$ cat config.mk
export PLATFORM = sky130hd
export DESIGN_NAME = ddo_ctrl
export DESIGN_NICKNAME = d
export VERILOG_FILES = /design/src/sv/diff_drive_odometry_defines.svh /design/src/sv/ddo_pkg.sv /design/src/sv/ddo_ctrl.sv
export SDC_FILE = /design/constraint.sdc
export NUM_CORES = 1
export LEC_CHECK = 0
export BUFFER_PORTS_ARGS = -buffer_cell sky130_fd_sc_hd__buf_4
export CAP_MARGIN = 15
export CELL_PAD_IN_SITES_DETAIL_PLACEMENT = 1
export CELL_PAD_IN_SITES_GLOBAL_PLACEMENT = 2
export CORE_ASPECT_RATIO = 1.5
export CORE_MARGIN = 2
export CORE_UTILIZATION = 25
export CTS_CLUSTER_DIAMETER = 40
export CTS_CLUSTER_SIZE = 14
export DETAILED_ROUTE_END_ITERATION = 12
export GPL_ROUTABILITY_DRIVEN = 1
export GPL_TIMING_DRIVEN = 0
export PLACE_DENSITY_LB_ADDON = 0.1
export SYNTH_ARGS = -nofsm -noshare
export SYNTH_HDL_FRONTEND = slang
export SYNTH_SLANG_ARGS = --single-unit
export TNS_END_PERCENT = 10
$ cat constraint.sdc
create_clock -name i_clk -period 1.9 [get_ports i_clk]
set_input_delay 0.38 -clock i_clk [delete_from_list [all_inputs] [get_ports i_clk]]
set_output_delay 0.38 -clock i_clk [all_outputs]
set_load 0.01 [all_outputs]
$ cat src/sv/diff_drive_odometry_defines.svh
// Assertion macros for the odometry block.
`ifndef DIFF_DRIVE_ODOMETRY_DEFINES_SVH
`define DIFF_DRIVE_ODOMETRY_DEFINES_SVH
`ifndef SYNTH
`define DDO_ASSERT_IMPLIES(lbl, ante, cons, msg) \
    lbl: assert property (@(posedge i_clk) disable iff (!i_rst_n) (ante) |-> (cons)) \
        else $error(msg);
`define DDO_ASSERT_NEXT(lbl, ante, cons, msg) \
    lbl: assert property (@(posedge i_clk) disable iff (!i_rst_n) (ante) |=> (cons)) \
        else $error(msg);
`else
`define DDO_ASSERT_IMPLIES(lbl, ante, cons, msg)
`define DDO_ASSERT_NEXT(lbl, ante, cons, msg)
`endif
`endif

$ cat src/sv/ddo_pkg.sv
// Shared types, constants and helper functions of the odometry block.
package ddo_pkg;

    localparam int CORDIC_ITERS = 24;
    localparam int ITER_W       = 5;
    localparam int ATAN_DEPTH   = 30;

    localparam logic signed [32:0] PI_Q28         = 33'sd843314857;
    localparam logic signed [32:0] TWO_PI_Q28     = 33'sd1686629713;
    localparam logic signed [32:0] HALF_PI_Q28    = 33'sd421657428;
    localparam logic signed [31:0] QUARTER_PI_Q28 = 32'sd210828714;
    localparam logic signed [32:0] CORDIC_GAIN    = 33'sd652032874;

    localparam logic [31:0] MPT_RESET = 32'd1288490;
    localparam logic [23:0] IWB_RESET = 24'd409600;

    typedef logic signed [ATAN_DEPTH-1:0][31:0] t_atan_tab;

    typedef struct packed {
        logic load;
        logic mul_l;
        logic mul_r;
        logic turn;
        logic rot;
        logic upd_x;
        logic upd_y;
        logic out_load;
    } t_cmd;

    typedef struct packed {
        logic last_iter;
    } t_sts;

    // quotient of two constants by shift and subtract
    function automatic logic [63:0] udiv64(input logic [63:0] num, input logic [63:0] den);
        logic [63:0] q;
        logic [64:0] rem;
        q   = '0;
        rem = '0;
        for (int b = 63; b >= 0; b--) begin
            rem = {rem[63:0], num[b]};
            if (rem >= {1'b0, den}) begin
                rem  = rem - {1'b0, den};
                q[b] = 1'b1;
            end
        end
        return q;
    endfunction

    // arctangent of 2^-i in Q3.28, by odd power series in Q0.62
    function automatic logic signed [31:0] atan_q28(input int unsigned i);
        logic signed [63:0] acc;
        logic signed [63:0] tmp;
        logic [63:0] term;
        int unsigned k;
        int unsigned e;
        acc = '0;
        if (i == 0) begin
            return QUARTER_PI_Q28;
        end
        for (k = 0; k < 32; k++) begin
            e = i * (2 * k + 1);
            if (e <= 62) begin
                term = udiv64(64'd1 << (62 - e), 64'(2 * k + 1));
                if (k[0]) acc = acc - signed'(term);
                else acc = acc + signed'(term);
            end
        end
        tmp = (acc + (64'sd1 <<< 33)) >>> 34;
        return tmp[31:0];
    endfunction

    function automatic t_atan_tab build_atan_tab();
        t_atan_tab tab;
        for (int i = 0; i < ATAN_DEPTH; i++) begin
            tab[i] = atan_q28(i);
        end
        return tab;
    endfunction

    localparam t_atan_tab ATAN_TAB = build_atan_tab();

    // clamp a wide signed value into signed 32 bits
    function automatic logic signed [31:0] sat32(input logic signed [66:0] v);
        if (v > 67'sd2147483647) return 32'sh7fffffff;
        if (v < -67'sd2147483648) return 32'sh80000000;
        return v[31:0];
    endfunction

endpackage

$ cat src/sv/ddo_ctrl.sv
// Sequencer of the odometry block: steps the datapath through one update.
module ddo_ctrl (
    input  logic          i_clk,
    input  logic          i_rst_n,
    input  logic          i_valid,
    output logic          o_in_stall,
    output logic          o_out_valid,
    input  logic          i_out_stall,
    output ddo_pkg::t_cmd o_cmd,
    input  ddo_pkg::t_sts i_sts
);
    import ddo_pkg::*;

    typedef enum logic [7:0] {
        S_IDLE  = 8'b0000_0001,
        S_MUL_L = 8'b0000_0010,
        S_MUL_R = 8'b0000_0100,
        S_TURN  = 8'b0000_1000,
        S_ROT   = 8'b0001_0000,
        S_UPD_X = 8'b0010_0000,
        S_UPD_Y = 8'b0100_0000,
        S_DONE  = 8'b1000_0000
    } t_state;

    t_state r_state, n_state;
    logic   r_valid, n_valid;
    logic   out_free;

    assign out_free    = !(r_valid && i_out_stall);
    assign o_in_stall  = (r_state != S_IDLE);
    assign o_out_valid = r_valid;

    // decode state into datapath commands
    always_comb begin
        o_cmd          = '0;
        o_cmd.load     = (r_state == S_IDLE) && i_valid;
        o_cmd.mul_l    = (r_state == S_MUL_L);
        o_cmd.mul_r    = (r_state == S_MUL_R);
        o_cmd.turn     = (r_state == S_TURN);
        o_cmd.rot      = (r_state == S_ROT);
        o_cmd.upd_x    = (r_state == S_UPD_X);
        o_cmd.upd_y    = (r_state == S_UPD_Y);
        o_cmd.out_load = (r_state == S_DONE) && out_free;
    end

    // advance through the update sequence
    always_comb begin
        n_state = r_state;
        n_valid = r_valid && i_out_stall;
        unique case (r_state)
            S_IDLE:  if (i_valid) n_state = S_MUL_L;
            S_MUL_L: n_state = S_MUL_R;
            S_MUL_R: n_state = S_TURN;
            S_TURN:  n_state = S_ROT;
            S_ROT:   if (i_sts.last_iter) n_state = S_UPD_X;
            S_UPD_X: n_state = S_UPD_Y;
            S_UPD_Y: n_state = S_DONE;
            S_DONE: begin
                if (out_free) begin
                    n_state = S_IDLE;
                    n_valid = 1'b1;
                end
            end
            default: n_state = S_IDLE;
        endcase
    end

    always_ff @(posedge i_clk) begin
        if (!i_rst_n) begin
            r_state <= S_IDLE;
            r_valid <= 1'b0;
        end else begin
            r_state <= n_state;
            r_valid <= n_valid;
        end
    end

endmodule

==> results.json <==
{
  "outcome": "finished, violations left",
  "violations": "negative setup slack",
  "worstSetupEndpoint": "o_cmd[0]",
  "ir_drop_uv": 368.0,
  "synth_mux_area_frac": 0,
  "p_total_w": 0.0007412,
  "avgSynthCellArea_sq_um": 8.367,
  "die_y_microns": 60.69,
  "synth_top_family_by_area": "simple AND/OR/NAND/NOR gates",
  "worstMarginPinSlew_ps": 589.6,
  "pin_count": 15,
  "grt_antenna_before_repair": 0,
  "fmax_ghz": 0.4494,
  "synthArstFlopShare": 0,
  "grt_pass1_vias": 596,
  "dp.cells": 100,
  "r2r-end": "r_state[0]",
  "hold_slack_ps": 344.3,
  "grt_max_degree": 11,
  "synth-seq-area-share": 0.3364,
  "setup_viol": 6,
  "synth_xor_xnor_area_share": 0.01636,
  "layout.nets": 89,
  "relSlewSlack": 0.6052,
  "drv_cap": 0,
  "fin_crit_sh": 1.171,
  "cts_tree": "done",
  "ys_warn_count": 0,
  "synth_compound_area_frac": 0.1916,
  "synth-simple-area-share": 0.4112,
  "postCtsHoldBufs": 0,
  "rsz0062_at_grt": "yes",
  "critPathKind": "flip-flop to primary output",
  "layout-drive-gt1-share": 0.3735,
  "start_util": 0.2642,
  "finalNonFillerCells": 105,
  "io_buffer_count": 14,
  "clockBufferDepth": 2,
  "startpoint_type": "flip-flop",
  "dr.pass1.iters": 4,
  "arrival_ps": 1850,
  "num_vias": 578,
  "finalHoldViolations": 0,
  "cts_root_buffer": "clkbuf_4",
  "grtUsageTotal": 0.1433,
  "dp_hpwl_mm": 1.206,
  "core_area_sq_mm": 0.002027,
  "fill_cells": 248,
  "synthesis.nets": 69,
  "crit_path_end_kind": "primary output",
  "clk_latency_ps": 260,
  "reg2reg_slack_ps": 80,
  "post_drt_wl_per_cell_microns": 14.97,
  "drv_slew": 0,
  "antenna_cells": 0,
  "ant_nets": 0,
  "clkSinkCount": 9,
  "synth_edf_count": 0,
  "htreeDepth": 1,
  "timing.rr.start": "r_state[2]",
  "syn_inst": 64,
  "p_per_area_mw_per_mm2": 999.0,
  "fin_crit_ps": 2225,
  "cp.required_ps": 1520,
  "fin_tns_setup_ps": -901.6,
  "wl_mm": 1.572,
  "numCtsBuffers": 3,
  "worstPathMaxFanout": 5,
  "synth_area_sq_um": 535.5,
  "crit_start": "r_state[2]",
  "p_leak_nw": 0.3116,
  "drtIter0Drc": 7,
  "skew_ps": 5.981,
  "clk_pin_slew_ps": 70,
  "synthAdderAreaFrac": 0,
  "row_count": 20,
  "ys_seq_elements": 9,
  "vias_per_cell": 5.505,
  "worstHoldStart": "i_rst_n",
  "drcViolationCount": 0,
  "grt_overflow_total": 0,
  "sequential_cell_area_sq_um": 183.9,
  "grt_pass1_wl_mm": 2.691,
  "areaGrowthSynthToFinish_pct": 38.55,
  "dieArea_sq_mm": 0.002536,
  "multi_input_area_sq_um": 364.1,
  "die_x_microns": 41.79,
  "fin_ws_ps": -325.4,
  "ys_types": 29,
  "hp-class": "primary input to flip-flop",
  "gp_congestion": 0.6795,
  "r2r_cells": 5,
  "synth-main-ff-cell": "dfxtp_1"
}
==> metal layers <==
| layer | global-route usage | vias to the layer above | part of all wire |
|---|---|---|---|
| li1 | - | 279 | - |
| met1 | 0.1426 | 282 | 0.38 |
| met5 | 0 | - | 0 |
| met2 | 0.2634 | 15 | 0.56 |
| met4 | 0.08295 | 0 | 0.015 |
| met3 | 0.04464 | 2 | 0.043 |
==> repair_timing <==
item	CTS	global route
endpoints found under the setup margin	12	13
gates resized for setup	5	3
pin swaps	1	0
setup buffers	1	0
hold endpoints to repair	0	0
==> Yosys cell counts (all sizes together), types with 2 or more instances <==
library cell	count	area share
dfxtp	9	0.34
nor2	9	0.063
nand2	4	0.028
nand2b	4	0.047
inv	3	0.021
nor3	3	0.028
nor4	3	0.035
a2111oi	2	0.033
a21oi	2	0.019
and3	2	0.023
nand4b	2	0.033
nor4b	2	0.033
o211ai	2	0.037
o21ai	2	0.019
or4	2	0.042
==> critical path: stages, from the launching register on <==
cell and delay (ps):
dfxtp_2 340, or4_4 540, or4_4 460, a21oi_4 130, buf_6 110
==> report_power, final <==
group          internal (W)  switching, W  leakage [nW]
Combinational      0.000159      0.000201         0.222
Sequential         0.000213     0.0000170        0.0746
Clock             0.0000811     0.0000705        0.0150
Total              0.000453      0.000288         0.312
==> how the worst min path moves through the flow <==
stage          cells after the start  slack, ps     endpoint
3_3_place_gp                       2        570  o_out_valid
5_1_grt                            2        330   r_state[0]
3_5_place_dp                       2        580  o_out_valid
6_report                           2        340   r_state[0]
2_1_floorplan                      1        440   r_state[0]
4_1_cts                            2        340   r_state[0]
==> registers in the layout, indices dropped and copies added, names as in the netlist <==
signal,cells
o_out_valid,1
r_state,8
==> kinds of logic after synthesis <==
group / after synthesis
and+or+nand+nor: 36
DFF: 9
buffers and inverters: 5
xor gates and xnor gates: 1
AOI/OAI and AO/OA: 13
==> cells in the final DEF, fill, tap and decap left out, types with 2 or more instances in the layout <==
cell and count:
buf_4 15, nor2_1 9, dfxtp_1 6, nand2b_1 4
nand2_1 4, inv_1 3, nor3_1 3, clkbuf_4 3
dfxtp_2 3, or4_4 2, nor4_2 2, nor4b_1 2
nand4b_1 2, and3_1 2, o21ai_0 2
==> stage by stage <==
| stage | utilization | instance area [sq um] | setup slack, ps |
|---|---|---|---|
| 3_3_place_gp | 0.3352 | 679.4 | -107.0 |
| 3_5_place_dp | 0.3352 | 679.4 | -126.1 |
| 6_report | 0.3660 | 742.0 | -325.4 |
| 2_1_floorplan | - | 546.8 | 40.62 |
| 5_1_grt | 0.3660 | 742.0 | -388.0 |
| 4_1_cts | 0.3617 | 733.2 | -334.5 |
==> cell type report <==
| class | instances | share of cell area |
|---|---|---|
| multi-input combinational | 50 | 0.4907 |
| clock buffer | 4 | 0.03541 |
| timing repair buffer | 15 | 0.1568 |
| sequential | 9 | 0.2479 |
| inverter | 3 | 0.01518 |
| buffer | 2 | 0.01686 |
| tap | 22 | 0.03710 |
Note: power is estimated with default switching activity, not from simulation.
